## config.mk

```make
export PLATFORM = sky130hd
export DESIGN_NAME = pan_tilt_command_slew_servo_core
export DESIGN_NICKNAME = d
export VERILOG_FILES = /design/src/ptss_pkg.sv /design/src/ptss_line_asm.sv /design/src/ptss_servo.sv /design/src/ptss_result.sv /design/src/pan_tilt_command_slew_servo_core.sv
export SDC_FILE = /design/constraint.sdc
export NUM_CORES = 1
export LEC_CHECK = 0
export ABC_AREA = 1
export BUFFER_PORTS_ARGS = -buffer_cell sky130_fd_sc_hd__clkbuf_2
export CAP_MARGIN = 20
export CORE_MARGIN = 4
export CORE_UTILIZATION = 45
export DETAILED_ROUTE_END_ITERATION = 12
export MAX_ROUTING_LAYER = met4
export PLACE_DENSITY = 0.6
export RECOVER_POWER = 100
export SLEW_MARGIN = 5
export SYNTH_ARGS = -nofsm -noshare
export SYNTH_HDL_FRONTEND = slang
export SYNTH_SLANG_ARGS = --single-unit
```

## constraint.sdc

```tcl
create_clock -name clk -period 18.5 [get_ports clk]
set_input_delay 5.55 -clock clk [delete_from_list [all_inputs] [get_ports clk]]
set_output_delay 5.55 -clock clk [all_outputs]
set_load 0.05 [all_outputs]
```

## src/ptss_pkg.sv

```systemverilog
// Shared types and constants of the pan/tilt command slew servo.
`default_nettype none

package ptss_pkg;

  // Input word: request kind and received character
  typedef struct packed {
    logic [1:0] req_type;
    logic [7:0] rx_byte;
  } in_word_t;

  // Result word: servo pulses and current angles
  typedef struct packed {
    logic [11:0] pan_pulse_us;
    logic [11:0] tilt_pulse_us;
    logic [7:0]  pan_angle;
    logic [7:0]  tilt_angle;
  } out_word_t;

  // Configuration register file
  typedef struct packed {
    logic [3:0] ramp_step_deg;
    logic [8:0] idle_timeout_ticks;
    logic [6:0] home_pan_deg;
    logic [7:0] home_tilt_deg;
    logic [6:0] step_level_one;
    logic [6:0] step_level_two;
    logic [6:0] step_level_three;
    logic [7:0] pan_limit_deg;
  } cfg_t;

  typedef enum logic [1:0] {
    DIR_HOLD = 2'd0,
    DIR_INC  = 2'd1,
    DIR_DEC  = 2'd2
  } dir_t;

  typedef enum logic [1:0] {
    LVL_ONE   = 2'd0,
    LVL_TWO   = 2'd1,
    LVL_THREE = 2'd2
  } level_t;

  // Decoded command of a finished line
  typedef struct packed {
    logic   home;
    logic   move;
    level_t level;
    dir_t   pan_dir;
    dir_t   tilt_dir;
  } cmd_t;

  localparam logic [1:0] REQ_BYTE = 2'd0;
  localparam logic [1:0] REQ_IDLE = 2'd1;
  localparam logic [1:0] REQ_RAMP = 2'd2;

  localparam logic [2:0] CFG_RAMP_STEP    = 3'd0;
  localparam logic [2:0] CFG_IDLE_TIMEOUT = 3'd1;
  localparam logic [2:0] CFG_HOME_PAN     = 3'd2;
  localparam logic [2:0] CFG_HOME_TILT    = 3'd3;
  localparam logic [2:0] CFG_STEP_ONE     = 3'd4;
  localparam logic [2:0] CFG_STEP_TWO     = 3'd5;
  localparam logic [2:0] CFG_STEP_THREE   = 3'd6;
  localparam logic [2:0] CFG_PAN_LIMIT    = 3'd7;

  localparam logic [7:0] CH_CR  = 8'h0D;
  localparam logic [7:0] CH_LF  = 8'h0A;
  localparam logic [7:0] CH_AT  = 8'h40;
  localparam logic [7:0] CH_R   = 8'h52;
  localparam logic [7:0] CH_ONE = 8'h31;
  localparam logic [7:0] CH_TWO = 8'h32;
  localparam logic [7:0] CH_THR = 8'h33;
  localparam logic [7:0] CH_Q   = 8'h51;
  localparam logic [7:0] CH_W   = 8'h57;
  localparam logic [7:0] CH_E   = 8'h45;
  localparam logic [7:0] CH_A   = 8'h41;
  localparam logic [7:0] CH_D   = 8'h44;
  localparam logic [7:0] CH_Z   = 8'h5A;
  localparam logic [7:0] CH_X   = 8'h58;
  localparam logic [7:0] CH_C   = 8'h43;

  localparam logic [7:0]  FULL_DEG   = 8'd180;
  localparam logic [11:0] PULSE_BASE = 12'd500;
  localparam logic [11:0] PULSE_TOP  = 12'd2500;
  // 2000/180 = 100/9; 100 * ceil(2^18 / 9), exact for angles up to 255
  localparam logic [21:0] PULSE_RECIP = 22'd2912800;
  localparam int          PULSE_SHIFT = 18;

  localparam cfg_t CFG_RESET = '{
    ramp_step_deg:      4'd2,
    idle_timeout_ticks: 9'd300,
    home_pan_deg:       7'd0,
    home_tilt_deg:      8'd90,
    step_level_one:     7'd30,
    step_level_two:     7'd20,
    step_level_three:   7'd10,
    pan_limit_deg:      8'd90
  };

endpackage

`default_nettype wire

```

## src/ptss_line_asm.sv

```systemverilog
// Line assembler: gathers received characters and decodes a finished line.
`default_nettype none

module ptss_line_asm #(
  parameter int LINE_CAPACITY = 16
) (
  input  wire logic          clk,
  input  wire logic          rst_n,
  input  wire logic          byte_fire,
  input  wire logic [7:0]    rx_byte,
  output ptss_pkg::cmd_t     cmd
);

  localparam int LenW = $clog2(LINE_CAPACITY);

  logic [LenW-1:0] len_r, len_nxt;
  logic [7:0]      head_r [3];
  logic            is_lf, is_cr, has_room, lvl_ok, grid_ok;

  assign is_lf    = (rx_byte == ptss_pkg::CH_LF);
  assign is_cr    = (rx_byte == ptss_pkg::CH_CR);
  assign has_room = (len_r < LenW'(LINE_CAPACITY - 1));

  always_comb begin
    len_nxt = len_r;
    if (byte_fire && !is_cr) begin
      if (is_lf) begin
        len_nxt = '0;
      end else if (has_room) begin
        len_nxt = len_r + LenW'(1);
      end else begin
        // overlong line: drop it with this character
        len_nxt = '0;
      end
    end
  end

  always_ff @(posedge clk) begin
    if (!rst_n) begin
      len_r <= '0;
    end else begin
      len_r <= len_nxt;
    end
  end

  // keep only the first three characters
  always_ff @(posedge clk) begin
    if (byte_fire && !is_cr && !is_lf && has_room && (len_r < LenW'(3))) begin
      head_r[len_r[1:0]] <= rx_byte;
    end
  end

  always_comb begin
    cmd          = '0;
    cmd.level    = ptss_pkg::LVL_ONE;
    cmd.pan_dir  = ptss_pkg::DIR_HOLD;
    cmd.tilt_dir = ptss_pkg::DIR_HOLD;
    lvl_ok       = 1'b1;
    grid_ok      = 1'b1;
    case (head_r[2])
      ptss_pkg::CH_ONE: cmd.level = ptss_pkg::LVL_ONE;
      ptss_pkg::CH_TWO: cmd.level = ptss_pkg::LVL_TWO;
      ptss_pkg::CH_THR: cmd.level = ptss_pkg::LVL_THREE;
      default:          lvl_ok    = 1'b0;
    endcase
    case (head_r[0])
      ptss_pkg::CH_Q: begin
        cmd.pan_dir  = ptss_pkg::DIR_INC;
        cmd.tilt_dir = ptss_pkg::DIR_INC;
      end
      ptss_pkg::CH_W: cmd.pan_dir = ptss_pkg::DIR_INC;
      ptss_pkg::CH_E: begin
        cmd.pan_dir  = ptss_pkg::DIR_INC;
        cmd.tilt_dir = ptss_pkg::DIR_DEC;
      end
      ptss_pkg::CH_A: cmd.tilt_dir = ptss_pkg::DIR_INC;
      ptss_pkg::CH_D: cmd.tilt_dir = ptss_pkg::DIR_DEC;
      ptss_pkg::CH_Z: begin
        cmd.pan_dir  = ptss_pkg::DIR_DEC;
        cmd.tilt_dir = ptss_pkg::DIR_INC;
      end
      ptss_pkg::CH_X: cmd.pan_dir = ptss_pkg::DIR_DEC;
      ptss_pkg::CH_C: begin
        cmd.pan_dir  = ptss_pkg::DIR_DEC;
        cmd.tilt_dir = ptss_pkg::DIR_DEC;
      end
      default: grid_ok = 1'b0;
    endcase
    cmd.home = is_lf && (len_r == LenW'(1)) && (head_r[0] == ptss_pkg::CH_R);
    cmd.move = is_lf && (len_r >= LenW'(3)) && (head_r[1] == ptss_pkg::CH_AT)
               && lvl_ok && grid_ok;
  end

endmodule

`default_nettype wire

```

## src/ptss_servo.sv

```systemverilog
// Target, current angle and idle timer state with homing and slewing.
`default_nettype none

module ptss_servo (
  input  wire logic           clk,
  input  wire logic           rst_n,
  input  wire logic           fire,
  input  wire logic [1:0]     req_type,
  input  wire ptss_pkg::cmd_t cmd,
  input  wire ptss_pkg::cfg_t cfg,
  output logic [7:0]          pan_nxt,
  output logic [7:0]          tilt_nxt
);

  logic [7:0] tgt_pan_r, tgt_pan_nxt, tgt_tilt_r, tgt_tilt_nxt;
  logic [7:0] cur_pan_r, cur_tilt_r;
  logic [8:0] idle_r, idle_nxt;
  logic       home_sent_r, home_sent_nxt;
  logic [7:0] pan_max, home_pan_c, home_tilt_c;
  logic [6:0] step;
  logic [9:0] idle_inc;
  logic signed [10:0] pan_mv, tilt_mv;

  function automatic logic [7:0] clamp_deg(input logic signed [10:0] v,
                                           input logic [7:0] hi);
    if (v < 11'sd0) begin
      return 8'd0;
    end else if (v > $signed({3'b000, hi})) begin
      return hi;
    end
    return v[7:0];
  endfunction

  function automatic logic signed [10:0] apply_dir(input logic [7:0] cur,
                                                   input logic [6:0] stp,
                                                   input ptss_pkg::dir_t dir);
    case (dir)
      ptss_pkg::DIR_INC: return $signed({3'b000, cur}) + $signed({4'b0000, stp});
      ptss_pkg::DIR_DEC: return $signed({3'b000, cur}) - $signed({4'b0000, stp});
      default:           return $signed({3'b000, cur});
    endcase
  endfunction

  function automatic logic [7:0] slew_deg(input logic [7:0] cur, input logic [7:0] tgt,
                                          input logic [3:0] r, input logic [7:0] hi);
    logic signed [10:0] d, rs;
    d  = $signed({3'b000, tgt}) - $signed({3'b000, cur});
    rs = $signed({7'd0, r});
    if (d > rs) d = rs;
    if (d < -rs) d = -rs;
    if (d == 11'sd0) return cur;
    return clamp_deg($signed({3'b000, cur}) + d, hi);
  endfunction

  assign pan_max = (cfg.pan_limit_deg > ptss_pkg::FULL_DEG) ? ptss_pkg::FULL_DEG
                                                            : cfg.pan_limit_deg;
  assign home_pan_c  = clamp_deg($signed({4'b0000, cfg.home_pan_deg}), pan_max);
  assign home_tilt_c = clamp_deg($signed({3'b000, cfg.home_tilt_deg}),
                                 ptss_pkg::FULL_DEG);
  assign idle_inc    = {1'b0, idle_r} + 10'd1;

  always_comb begin
    case (cmd.level)
      ptss_pkg::LVL_TWO:   step = cfg.step_level_two;
      ptss_pkg::LVL_THREE: step = cfg.step_level_three;
      default:             step = cfg.step_level_one;
    endcase
  end

  assign pan_mv  = apply_dir(cur_pan_r, step, cmd.pan_dir);
  assign tilt_mv = apply_dir(cur_tilt_r, step, cmd.tilt_dir);

  always_comb begin
    tgt_pan_nxt   = tgt_pan_r;
    tgt_tilt_nxt  = tgt_tilt_r;
    pan_nxt       = cur_pan_r;
    tilt_nxt      = cur_tilt_r;
    idle_nxt      = idle_r;
    home_sent_nxt = home_sent_r;
    if (fire) begin
      case (req_type)
        ptss_pkg::REQ_BYTE: begin
          idle_nxt      = '0;
          home_sent_nxt = 1'b0;
          if (cmd.home) begin
            tgt_pan_nxt  = home_pan_c;
            tgt_tilt_nxt = home_tilt_c;
          end else if (cmd.move) begin
            tgt_pan_nxt  = clamp_deg(pan_mv, pan_max);
            tgt_tilt_nxt = clamp_deg(tilt_mv, ptss_pkg::FULL_DEG);
          end
        end
        ptss_pkg::REQ_IDLE: begin
          if (idle_inc >= {1'b0, cfg.idle_timeout_ticks}) begin
            // saturate at the timeout and home only once
            idle_nxt = cfg.idle_timeout_ticks;
            if (!home_sent_r) begin
              tgt_pan_nxt   = home_pan_c;
              tgt_tilt_nxt  = home_tilt_c;
              home_sent_nxt = 1'b1;
            end
          end else begin
            idle_nxt = idle_inc[8:0];
          end
        end
        ptss_pkg::REQ_RAMP: begin
          pan_nxt  = slew_deg(cur_pan_r, tgt_pan_r, cfg.ramp_step_deg, pan_max);
          tilt_nxt = slew_deg(cur_tilt_r, tgt_tilt_r, cfg.ramp_step_deg,
                              ptss_pkg::FULL_DEG);
        end
        default: ;
      endcase
    end
  end

  always_ff @(posedge clk) begin
    if (!rst_n) begin
      tgt_pan_r   <= 8'd0;
      tgt_tilt_r  <= 8'd90;
      cur_pan_r   <= 8'd0;
      cur_tilt_r  <= 8'd90;
      idle_r      <= '0;
      home_sent_r <= 1'b0;
    end else begin
      tgt_pan_r   <= tgt_pan_nxt;
      tgt_tilt_r  <= tgt_tilt_nxt;
      cur_pan_r   <= pan_nxt;
      cur_tilt_r  <= tilt_nxt;
      idle_r      <= idle_nxt;
      home_sent_r <= home_sent_nxt;
    end
  end

endmodule

`default_nettype wire

```

## src/ptss_result.sv

```systemverilog
// Result register: converts angles to servo pulse widths and holds the word.
`default_nettype none

module ptss_result (
  input  wire logic           clk,
  input  wire logic           rst_n,
  input  wire logic           load,
  input  wire logic [7:0]     pan_in,
  input  wire logic [7:0]     tilt_in,
  output logic                free,
  output logic                out_valid,
  input  wire logic           out_ready,
  output ptss_pkg::out_word_t out_data
);

  logic                valid_r, valid_nxt;
  ptss_pkg::out_word_t data_r;

  // 500 + floor(100*deg/9) by reciprocal multiply
  function automatic logic [11:0] pulse_of(input logic [7:0] deg);
    logic [29:0] prod;
    prod = {22'd0, deg} * {8'd0, ptss_pkg::PULSE_RECIP};
    return ptss_pkg::PULSE_BASE + prod[ptss_pkg::PULSE_SHIFT +: 12];
  endfunction

  assign free      = !valid_r || out_ready;
  assign valid_nxt = load || (valid_r && !out_ready);

  always_ff @(posedge clk) begin
    if (!rst_n) begin
      valid_r <= 1'b0;
    end else begin
      valid_r <= valid_nxt;
    end
  end

  always_ff @(posedge clk) begin
    if (load) begin
      data_r.pan_pulse_us  <= pulse_of(pan_in);
      data_r.tilt_pulse_us <= pulse_of(tilt_in);
      data_r.pan_angle     <= pan_in;
      data_r.tilt_angle    <= tilt_in;
    end
  end

  assign out_valid = valid_r;
  assign out_data  = data_r;

endmodule

`default_nettype wire

```

## src/pan_tilt_command_slew_servo_core.sv

```systemverilog
// Top level of the pan/tilt command slew servo.
//
// Input channel (in_valid/in_ready/in_data) carries one word per event:
// a received character, an idle tick or a ramp tick. Every accepted word
// yields exactly one result word on the output channel (out_valid/out_ready/
// out_data) with both pulse widths and both current angles after the event.
// Configuration writes arrive on cfg_valid/cfg_ready with cfg_index and
// cfg_data; cfg_ready is always high and a write takes effect next cycle.
// An accepted word sits in the input register and leaves it when the result
// register is free; its result is loaded into the result register as it
// leaves. Throughput: one word per cycle while the receiver takes results,
// since the state update between the two registers is combinational.
// When the receiver stalls, the result register holds its word, the input
// register holds one more, and in_ready drops until the result is taken.
// Reset (rst_n low, synchronous) empties both registers, clears the line
// buffer and idle timer, sets pan 0 / tilt 90 for target and current, and
// restores the configuration defaults.
`default_nettype none

module pan_tilt_command_slew_servo_core #(
  parameter int LINE_CAPACITY = 16
) (
  input  wire logic               clk,
  input  wire logic               rst_n,
  input  wire logic               in_valid,
  output logic                    in_ready,
  input  wire ptss_pkg::in_word_t in_data,
  output logic                    out_valid,
  input  wire logic               out_ready,
  output ptss_pkg::out_word_t     out_data,
  input  wire logic               cfg_valid,
  output logic                    cfg_ready,
  input  wire logic [2:0]         cfg_index,
  input  wire logic [8:0]         cfg_data
);

  logic               s1_valid_r, s1_valid_nxt;
  ptss_pkg::in_word_t s1_data_r;
  ptss_pkg::cfg_t     cfg_r, cfg_nxt;
  ptss_pkg::cmd_t     cmd;
  logic               res_free, fire, byte_fire;
  logic [7:0]         pan_nxt, tilt_nxt;

  assign cfg_ready    = 1'b1;
  assign fire         = s1_valid_r && res_free;
  assign byte_fire    = fire && (s1_data_r.req_type == ptss_pkg::REQ_BYTE);
  assign in_ready     = !s1_valid_r || fire;
  assign s1_valid_nxt = (in_valid && in_ready) || (s1_valid_r && !fire);

  always_ff @(posedge clk) begin
    if (!rst_n) begin
      s1_valid_r <= 1'b0;
    end else begin
      s1_valid_r <= s1_valid_nxt;
    end
  end

  always_ff @(posedge clk) begin
    if (in_valid && in_ready) begin
      s1_data_r <= in_data;
    end
  end

  always_comb begin
    cfg_nxt = cfg_r;
    if (cfg_valid) begin
      case (cfg_index)
        ptss_pkg::CFG_RAMP_STEP:    cfg_nxt.ramp_step_deg      = cfg_data[3:0];
        ptss_pkg::CFG_IDLE_TIMEOUT: cfg_nxt.idle_timeout_ticks = cfg_data;
        ptss_pkg::CFG_HOME_PAN:     cfg_nxt.home_pan_deg       = cfg_data[6:0];
        ptss_pkg::CFG_HOME_TILT:    cfg_nxt.home_tilt_deg      = cfg_data[7:0];
        ptss_pkg::CFG_STEP_ONE:     cfg_nxt.step_level_one     = cfg_data[6:0];
        ptss_pkg::CFG_STEP_TWO:     cfg_nxt.step_level_two     = cfg_data[6:0];
        ptss_pkg::CFG_STEP_THREE:   cfg_nxt.step_level_three   = cfg_data[6:0];
        ptss_pkg::CFG_PAN_LIMIT:    cfg_nxt.pan_limit_deg      = cfg_data[7:0];
        default: ;
      endcase
    end
  end

  always_ff @(posedge clk) begin
    if (!rst_n) begin
      cfg_r <= ptss_pkg::CFG_RESET;
    end else begin
      cfg_r <= cfg_nxt;
    end
  end

  ptss_line_asm #(
    .LINE_CAPACITY (LINE_CAPACITY)
  ) u_line_asm (
    .clk       (clk),
    .rst_n     (rst_n),
    .byte_fire (byte_fire),
    .rx_byte   (s1_data_r.rx_byte),
    .cmd       (cmd)
  );

  ptss_servo u_servo (
    .clk      (clk),
    .rst_n    (rst_n),
    .fire     (fire),
    .req_type (s1_data_r.req_type),
    .cmd      (cmd),
    .cfg      (cfg_r),
    .pan_nxt  (pan_nxt),
    .tilt_nxt (tilt_nxt)
  );

  ptss_result u_result (
    .clk       (clk),
    .rst_n     (rst_n),
    .load      (fire),
    .pan_in    (pan_nxt),
    .tilt_in   (tilt_nxt),
    .free      (res_free),
    .out_valid (out_valid),
    .out_ready (out_ready),
    .out_data  (out_data)
  );

  // a word leaving the input register always lands in the result register
  a_fire_to_result: assert property (@(posedge clk) disable iff (!rst_n)
    fire |=> out_valid)
    else $error("result not loaded after input register advanced");

  a_angles_in_range: assert property (@(posedge clk) disable iff (!rst_n)
    out_valid |-> (out_data.pan_angle <= ptss_pkg::FULL_DEG)
                  && (out_data.tilt_angle <= ptss_pkg::FULL_DEG))
    else $error("angle out of range");

  a_pulse_in_range: assert property (@(posedge clk) disable iff (!rst_n)
    out_valid |-> (out_data.pan_pulse_us >= ptss_pkg::PULSE_BASE)
                  && (out_data.pan_pulse_us <= ptss_pkg::PULSE_TOP)
                  && (out_data.tilt_pulse_us >= ptss_pkg::PULSE_BASE)
                  && (out_data.tilt_pulse_us <= ptss_pkg::PULSE_TOP))
    else $error("pulse width out of range");

endmodule

`default_nettype wire

```

==> results of run 1 <==
-- worst min-delay path by stage --
stage | from | end | slack, ns | depth (start not counted)
floorplan | cfg_r[23] | cfg_r[23] | 0.42 | 2
global placement | cfg_r[25] | cfg_r[25] | 0.43 | 2
detailed placement | cfg_r[24] | cfg_r[24] | 0.44 | 2
CTS | cfg_r[24] | cfg_r[24] | 0.46 | 2
global route | cfg_r[23] | cfg_r[23] | 0.49 | 2
finish | cfg_r[24] | cfg_r[24] | 0.46 | 2
-- logic make-up after synthesis --
family,count (synthesis)
AOI/OAI and AO/OA,437
xor gates and xnor gates,45
adders and majority gates,300
buffers and inverters,440
DFF,179
other,1
and+or+nand+nor,864
-- worst max-delay path: cells and delay by family, from the launching register on --
kind	cells	cell delay, ns
buffers and inverters	8	1.30
adder cells (fa/ha/maj)	13	4.81
AO/OA/AOI/OAI	16	2.81
XOR/XNOR	3	0.50
flip-flops	1	0.46
AND/OR/NAND/NOR	20	3.47
-- cell usage after synthesis (all sizes together) (6+ instances only) --
| master | instances |
|---|---|
| nand2 | 455 |
| fa | 50 |
| o21bai | 12 |
| o211ai | 22 |
| o21a | 6 |
| ha | 250 |
| edfxtp | 74 |
| a221o | 8 |
| o221ai | 8 |
| o21ai | 179 |
| clkbuf | 24 |
| inv | 408 |
| dfxtp | 105 |
| xor2 | 40 |
| nor3 | 27 |
| nor2 | 236 |
| nand4 | 15 |
| a21oi | 161 |
| or2 | 8 |
| o31ai | 7 |
| nand3 | 101 |
| nor4 | 15 |
-- power by group through the flow --
stage	Combinational [mW]	Sequential, mW	Clock [mW]
CTS	2.03	0.530	0.388
global route	2.28	0.534	0.405
global placement	1.98	0.537	0
floorplan	1.51	0.630	0
detailed placement	2.01	0.539	0
finish	1.98	0.529	0.379
-- stage by stage --
step           cells  utilization
6_report        2853        0.496
5_1_grt         2853        0.496
4_1_cts         2853        0.501
3_5_place_dp    2821        0.485
3_3_place_gp    2820        0.485
2_1_floorplan   2266            -
-- state kept, by name (all words and copies together) (netlist names) --
name                 flops
cfg_r                   57
u_result.out_data       40
u_line_asm.head_r       24
s1_data_r               10
u_servo.idle_r           9
u_servo.cur_pan_r        8
u_servo.cur_tilt_r       8
u_servo.tgt_pan_r        8
u_servo.tgt_tilt_r       8
u_line_asm.len_r         4
s1_valid_r               1
u_result.out_valid       1
u_servo.home_sent_r      1
-- final cells by class --
type	count	area, um^2	share of cell area
sequential	179	4320	0.236
multi-input combinational	1647	10800	0.593
inverter	412	1550	0.0845
clock inverter	15	183	0.00999
tap	504	631	0.0345
clock buffer	17	425	0.0233
timing repair buffer	79	345	0.0189
-- metal layers --
layer	track usage	vias up
met3	0.0245	59
met4	0.0679	0
met1	0.289	6874
met2	0.357	323
met5	-	-
li1	-	7592
==> impl_metrics.env, run 1 <==
export IMPL_final_hold_viol_count=0
export IMPL_violations="capacitance limit, slew limit"
export IMPL_ys_top_cells_by_area="ha_1, edfxtp_1, dfxtp_1"
export IMPL_start_kind="flop"
export IMPL_synth_top_family_by_area="adder cells"
export IMPL_die_height_um=202
export IMPL_whs_ns=0.458
export IMPL_nets=2663
export IMPL_fmax_ghz=0.0736
export IMPL_cts_root_buffer="clkbuf_16"
export IMPL_endpoint="u_result.out_data[38]"
export IMPL_dp_hpwl_mm=34.6
export IMPL_grt_max_degree=75
export IMPL_holdCritPathClass="flop to flop"
export IMPL_max_slew_margin=-1.06
export IMPL_synth_fa_ha_area_frac=0.244
export IMPL_dr_max_layer_used="met4"
export IMPL_dpl_cell_area_um2=17900
export IMPL_crit_fanout=14
export IMPL_cap_violations=3
export IMPL_cts_tree="done"
export IMPL_p_clk_frac=0.131
export IMPL_r2r_start="u_servo.cur_pan_r[1]"
export IMPL_worst_pin_slew_ns=3.09
export IMPL_drive_gt1_frac=0.0651
export IMPL_crit_path_start="u_servo.cur_pan_r[1]"
export IMPL_h_tree_depth=4
export IMPL_ios=70
export IMPL_track_usage=0.219
export IMPL_synth_xor_area_share=0.0250
export IMPL_p_comb_frac=0.685
export IMPL_swShare=0.530
export IMPL_vias=14800
export IMPL_slew_viol_final=151
export IMPL_fin_crit_ns=13.59
export IMPL_rsz0062_at_grt="false"
export IMPL_synth_ff_type="dfxtp_1"
export IMPL_worst_setup_path_end_kind="flop"
export IMPL_ir_drop_uv=83.8
export IMPL_tns_ns=0
export IMPL_p_switching_mw=1.53
export IMPL_synth_area_per_cell_um2=7.48
export IMPL_status="finished, violations left"
export IMPL_die_area_um2=40800
export IMPL_routed_wl_mm=43.0
export IMPL_clk_latency_ns=0.46
export IMPL_fin_area_um2=18300
export IMPL_grt_first_pass_wirelength_mm=71.7
export IMPL_synth_mux_area_frac=0
export IMPL_n_antenna_cell=0
export IMPL_met2_length_mm=19.7
export IMPL_mostFrequentLayoutCell="nand2_1"
export IMPL_wl_met3_mm=1.76
export IMPL_synth_cell_area_um2=16900
export IMPL_ys_seq_area_frac=0.255
export IMPL_core_region_area_um2=36900
export IMPL_fill_cells=3701
export IMPL_dr_pass1_iters=5
export IMPL_place_gp_congestion=0.890
export IMPL_yosysUniqueCellTypes=59
export IMPL_seq_power_share=0.184
export IMPL_postCtsSetupBuffers=0
export IMPL_drtIter0Drc=887
export IMPL_vias_per_cell=5.20
export IMPL_cts_buffers=17
export IMPL_yosysWarnings=0
export IMPL_worst_slack_ns=4.91
export IMPL_clock_skew_final_ns=0.0111
export IMPL_first_global_vias=14300
export IMPL_cts_resized=0
export IMPL_slowest_delay_ns=0.54
export IMPL_rrSetupSlack_ns=4.91
export IMPL_die_w_um=202
export IMPL_rr_worst_depth=60
export IMPL_cp_data_arrival_time_ns=13.81
export IMPL_period_share=0.735
export IMPL_wl_met1_mm=20.4
export IMPL_synthArstFlopShare=0
export IMPL_yosys_register_bits=179
export IMPL_clk_path_buf_depth=2
export IMPL_hold_buffers=0
export IMPL_yosysTopAreaCell="ha_1"
export IMPL_wl_per_cell_um=15.1
export IMPL_power_leakage_nw=9.18
export IMPL_rows=70
export IMPL_synth_top_area_frac=0.185
export IMPL_syn_to_final_growth_pct=7.99
export IMPL_critical_path_class="flop to flop"
export IMPL_synth_simple_area_share=0.229
export IMPL_ant_nets=0
export IMPL_syn_nets=2593
export IMPL_overflow=0
export IMPL_power_density_nw_per_um2=158
export IMPL_crit_slowest_cell="fa_1"
export IMPL_start_util=0.459
export IMPL_required_ns=18.72
export IMPL_rr_endpoint="u_result.out_data[38]"
export IMPL_remaining_drc_errors=0
export IMPL_synth_compound_area_share=0.148
export IMPL_cts_sinks=179
export IMPL_final_cell_mix="nand2_1, inv_1, ha_1, nor2_1, o21ai_0"
export IMPL_synth_edff_count=74
export IMPL_finalPower_mw=2.88
export IMPL_numPortBuffers=68
export IMPL_cts_clk_slew_worst_paths_ns=0.08
export IMPL_syn_instance_count=2266
export IMPL_grt_antenna_before_repair=0
export IMPL_setup_violations=0
export IMPL_p_int_mw=1.36
export IMPL_preCtsSetupSlack_ns=5.92
Power figures use the tool's default switching activity.
==> run 2: changes to the inputs <==
--- a/config.mk
+++ b/config.mk
@@ -5,7 +5,7 @@
 export SDC_FILE = /design/constraint.sdc
 export NUM_CORES = 1
 export LEC_CHECK = 0
-export ABC_AREA = 1
+export ABC_AREA = 0
 export BUFFER_PORTS_ARGS = -buffer_cell sky130_fd_sc_hd__clkbuf_2
 export CAP_MARGIN = 20
 export CORE_MARGIN = 4
==> constraint.sdc (replaced) <==
create_clock -name clk -period 13.12 [get_ports clk]
set_input_delay 3.936 -clock clk [delete_from_list [all_inputs] [get_ports clk]]
set_output_delay 3.936 -clock clk [all_outputs]
set_load 0.05 [all_outputs]
==> impl_metrics.env, run 2 <==
export IMPL_rr_worst_depth=53
export IMPL_drtIter0Drc=875
export IMPL_crit_slowest_cell="fa_1"
export IMPL_cap_violations=3
export IMPL_die_w_um=199
export IMPL_dp_hpwl_mm=35.1
export IMPL_yosysUniqueCellTypes=86
export IMPL_dpl_cell_area_um2=17400
export IMPL_hold_buffers=0
export IMPL_violations="capacitance limit, slew limit"
export IMPL_clk_latency_ns=0.46
export IMPL_yosysMostFrequentCell="ha_1"
export IMPL_fin_util=0.511
export IMPL_die_area_um2=39700
export IMPL_h_tree_depth=4
export IMPL_timing_critical_path_mode_cell="ha_1"
export IMPL_die_height_um=199
export IMPL_fin_area_um2=18300
export IMPL_rrSetupSlack_ns=0.55
export IMPL_overflow=0
export IMPL_synth_cell_area_um2=16500
export IMPL_routed_wl_mm=45.1
export IMPL_vias=13900
export IMPL_cts_root_buffer="clkbuf_16"
export IMPL_syn_instance_count=1891
export IMPL_ant_nets=0
export IMPL_remaining_drc_errors=0
export IMPL_clock_skew_final_ns=0.00952
export IMPL_required_ns=13.33
export IMPL_dr_pass1_iters=6
export IMPL_track_usage=0.231
export IMPL_drive_gt1_frac=0.0972
export IMPL_worst_pin_slew_ns=2.69
export IMPL_grt_first_pass_wirelength_mm=71.4
export IMPL_grt_max_degree=68
export IMPL_ys_seq_area_frac=0.262
export IMPL_final_hold_viol_count=0
export IMPL_setup_violations=0
export IMPL_synth_top_area_frac=0.190
export IMPL_ys_top_cells_by_area="ha_1, edfxtp_1, dfxtp_1"
export IMPL_whs_ns=0.471
export IMPL_fin_crit_ns=12.57
export IMPL_yosysWarnings=0
export IMPL_largest_reg_flops=57
export IMPL_start_kind="flop"
export IMPL_r2r_start="u_servo.tgt_tilt_r[0]"
export IMPL_status="finished, violations left"
export IMPL_numPortBuffers=68
export IMPL_final_cell_mix="ha_1, inv_1, nand2_1, nor2_1, a21oi_1"
export IMPL_yosys_register_bits=179
export IMPL_wl_per_cell_um=18.4
export IMPL_period_share=0.958
export IMPL_ff_latch_area_um2=4330
export IMPL_core_region_area_um2=35800
export IMPL_cts_buffers=17
export IMPL_syn_nets=2218
export IMPL_worst_setup_path_end_kind="flop"
export IMPL_holdCritPathClass="flop to flop"
export IMPL_place_gp_congestion=0.924
export IMPL_clk_path_buf_depth=2
export IMPL_ios=70
export IMPL_cts_clk_slew_worst_paths_ns=0.08
export IMPL_crit_path_start="u_servo.tgt_tilt_r[0]"
export IMPL_rr_endpoint="u_result.out_data[27]"
export IMPL_fmax_ghz=0.0796
export IMPL_synthTopCellsByCount="ha_1, inv_1, nand2_1, nor2_1, a21oi_1"
export IMPL_slowest_delay_ns=0.55
export IMPL_max_slew_margin=-0.793
export IMPL_fill_cells=3417
export IMPL_vias_per_cell=5.64
export IMPL_n_antenna_cell=0
export IMPL_cts_tree="done"
export IMPL_synth_ff_type="dfxtp_1"
export IMPL_largest_register="cfg_r"
export IMPL_yosysTopAreaCell="ha_1"
export IMPL_endpoint="u_result.out_data[27]"
export IMPL_start_util=0.460
export IMPL_synth_area_per_cell_um2=8.71
export IMPL_rows=69
export IMPL_cts_sinks=179
export IMPL_first_global_vias=13500
export IMPL_grt_antenna_before_repair=0
export IMPL_synth_edff_count=74
export IMPL_syn_to_final_growth_pct=11.2
export IMPL_cp_data_arrival_time_ns=12.78
export IMPL_crit_fanout=7
export IMPL_critical_path_class="flop to flop"
export IMPL_synthArstFlopShare=0
export IMPL_mostFrequentLayoutCell="ha_1"
export IMPL_slew_viol_final=109
export IMPL_multi_input_area_um2=11400
export IMPL_nets=2310
[run 2: final cells by class]
cell class              instances  area share
well taps                     461      0.0315
clock buffers                  23      0.0279
inverters                     208      0.0428
multi-input cells            1455       0.620
repair buffers                122      0.0370
flip-flops and latches        179       0.236
clock inverters                 9     0.00437
[run 2: kinds of logic after synthesis]
kind of cell               synth area share
AOI/OAI and AO/OA                     0.183
xor gates and xnor gates             0.0351
adders and majority gates             0.251
buffers and inverters                0.0616
DFF                                   0.262
muxes                                0.0312
other                              0.000228
and+or+nand+nor                       0.176
[run 2: critical path: cells and delay by family, from the launching register on]
family,cells,cell delay (ns)
xor gates and xnor gates,1,0.09
AOI/OAI and AO/OA,21,4.70
muxes,3,0.74
and+or+nand+nor,11,2.20
DFF,1,0.32
buffers and inverters,7,0.77
adders and majority gates,10,3.48
[run 2: repair_timing]
action                                  in CTS  in global routing
endpoints found under the setup margin       1                 13
gates cloned                                 0                  2
pin swaps                                    0                  9
gates resized for setup                      1                 51
setup buffers                                0                 21
[run 2: how the worst min path moves through the flow]
stage	startpoint	endpoint	slack [ns]	depth (start not counted)
5_1_grt	cfg_r[24]	cfg_r[24]	0.50	2
4_1_cts	cfg_r[13]	cfg_r[13]	0.47	2
3_5_place_dp	cfg_r[26]	cfg_r[26]	0.46	2
3_3_place_gp	cfg_r[24]	cfg_r[24]	0.45	2
6_report	cfg_r[26]	cfg_r[26]	0.47	2
2_1_floorplan	cfg_r[26]	cfg_r[26]	0.44	2
[run 2: per-layer routing]
metal	up-vias	share of wire	GRT usage
met3	70	0.046	0.0293
met5	-	0	-
li1	6874	-	-
met4	0	0.023	0.0642
met2	296	0.47	0.370
met1	6616	0.47	0.312
[run 2: per-stage QoR]
step                      cells  setup slack (ns)  TNS, ns
after floorplan            1891              1.08        0
after global placement     2401             0.217        0
after detailed placement   2401           -0.0291  -0.0291
after CTS                  2433            0.0424        0
after global routing       2457           -0.0907   -0.128
final                      2457             0.550        0
Power of run 2 is left out: the tool's default activity adds up to more than one toggle a clock period on the data nets, which glitch-free logic cannot reach.
==> run 3: changes to the inputs <==
--- a/config.mk
+++ b/config.mk
@@ -8,7 +8,7 @@
 export ABC_AREA = 0
 export BUFFER_PORTS_ARGS = -buffer_cell sky130_fd_sc_hd__clkbuf_2
 export CAP_MARGIN = 20
-export CORE_MARGIN = 4
+export CORE_MARGIN = 1.5
 export CORE_UTILIZATION = 45
 export DETAILED_ROUTE_END_ITERATION = 12
 export MAX_ROUTING_LAYER = met4
==> impl_metrics.env, run 3 (same netlist as run 2, synthesis figures left out) <==
export IMPL_die_w_um=194
export IMPL_start_util=0.460
export IMPL_drtIter0Drc=837
export IMPL_grt_first_pass_wirelength_mm=70.3
export IMPL_slowest_delay_ns=0.53
export IMPL_cts_tree="done"
export IMPL_vias=13700
export IMPL_worst_pin_slew_ns=4.19
export IMPL_required_ns=13.32
export IMPL_timing_critical_path_mode_cell="ha_1"
export IMPL_die_area_um2=37800
export IMPL_final_cell_mix="ha_1, inv_1, nand2_1, nor2_1, a21oi_1"
export IMPL_crit_fanout=9
export IMPL_violations="capacitance limit, slew limit"
export IMPL_max_slew_margin=-1.79
export IMPL_ant_nets=0
export IMPL_hold_buffers=0
export IMPL_slew_viol_final=147
export IMPL_period_share=0.950
export IMPL_rows=69
export IMPL_grt_max_degree=106
export IMPL_cts_clk_slew_worst_paths_ns=0.08
export IMPL_fill_cells=3435
export IMPL_fin_crit_ns=12.46
export IMPL_setup_violations=0
export IMPL_wl_per_cell_um=18.1
export IMPL_final_hold_viol_count=0
export IMPL_drive_gt1_frac=0.0891
export IMPL_h_tree_depth=4
export IMPL_cts_root_buffer="clkbuf_16"
export IMPL_mostFrequentLayoutCell="ha_1"
export IMPL_worst_setup_path_end_kind="flop"
export IMPL_remaining_drc_errors=0
export IMPL_numPortBuffers=68
export IMPL_holdCritPathClass="flop to flop"
export IMPL_ios=70
export IMPL_nets=2300
export IMPL_start_kind="flop"
export IMPL_fmax_ghz=0.0803
export IMPL_cts_buffers=17
export IMPL_whs_ns=0.471
export IMPL_status="finished, violations left"
export IMPL_largest_register="cfg_r"
export IMPL_core_region_area_um2=35800
export IMPL_syn_to_final_growth_pct=10.5
export IMPL_clk_path_buf_depth=2
export IMPL_track_usage=0.241
export IMPL_routed_wl_mm=44.4
export IMPL_vias_per_cell=5.60
export IMPL_cp_data_arrival_time_ns=12.66
export IMPL_overflow=0
export IMPL_fin_area_um2=18200
export IMPL_cap_violations=2
export IMPL_dpl_cell_area_um2=17400
export IMPL_crit_slowest_cell="o41a_1"
export IMPL_cts_sinks=179
export IMPL_dr_pass1_iters=5
export IMPL_dp_hpwl_mm=34.8
export IMPL_critical_path_class="flop to flop"
export IMPL_largest_reg_flops=57
export IMPL_place_gp_congestion=0.961
export IMPL_clk_latency_ns=0.44
export IMPL_n_antenna_cell=0
export IMPL_clock_skew_final_ns=0.0128
export IMPL_die_height_um=194
export IMPL_grt_antenna_before_repair=0
export IMPL_first_global_vias=13000
==> run 3: final timing paths <==
kind | start | to | slack [ns] | cells past startpoint
worst max-delay path | u_servo.tgt_tilt_r[0] | u_result.out_data[27] | 0.66 | 53
worst min register to register | cfg_r[15] | cfg_r[15] | 0.47 | 2
worst max register to register | u_servo.tgt_tilt_r[0] | u_result.out_data[27] | 0.66 | 53
worst min-delay path | cfg_r[15] | cfg_r[15] | 0.47 | 2
==> run 3: critical path: cells and delay by family, from the launching register on <==
kind / cells / cell delay [ns]
compound gates: 20 / 4.91
fa+ha+maj: 10 / 3.38
simple gates: 13 / 2.25
buf+inv: 7 / 0.68
mux: 2 / 0.61
flops: 1 / 0.31
xor+xnor: 1 / 0.09
==> run 3: layout make-up <==
type | count | area, um^2 | area share
multi-input combinational | 1453 | 11300 | 0.622
sequential | 179 | 4330 | 0.238
inverter | 208 | 785 | 0.0431
timing repair buffer | 114 | 631 | 0.0346
tap | 461 | 577 | 0.0317
clock buffer | 18 | 429 | 0.0236
clock inverter | 14 | 141 | 0.00777
==> run 3: layer usage <==
layer	GRT usage	part of all wire
met1	0.327	0.48
met2	0.386	0.47
met3	0.0267	0.032
met4	0.0587	0.016
met5	-	0
==> run 3: repair_timing <==
| action | CTS | global route |
|---|---|---|
| resized for setup | 3 | 41 |
| pin swaps | 1 | 4 |
| setup buffers | 0 | 14 |
| setup endpoints to repair | 2 | 13 |
==> run 3: through the flow <==
stage	worst slack (ns)	utilization	TNS (ns)	std cells
6_report	0.661	0.508	0	2447
3_5_place_dp	-0.0158	0.486	-0.0158	2401
5_1_grt	-0.0883	0.508	-0.149	2447
3_3_place_gp	0.132	0.486	0	2401
2_1_floorplan	1.08	-	0	1891
4_1_cts	0.0618	0.502	0	2433
Power of run 3 is left out for the same reason.
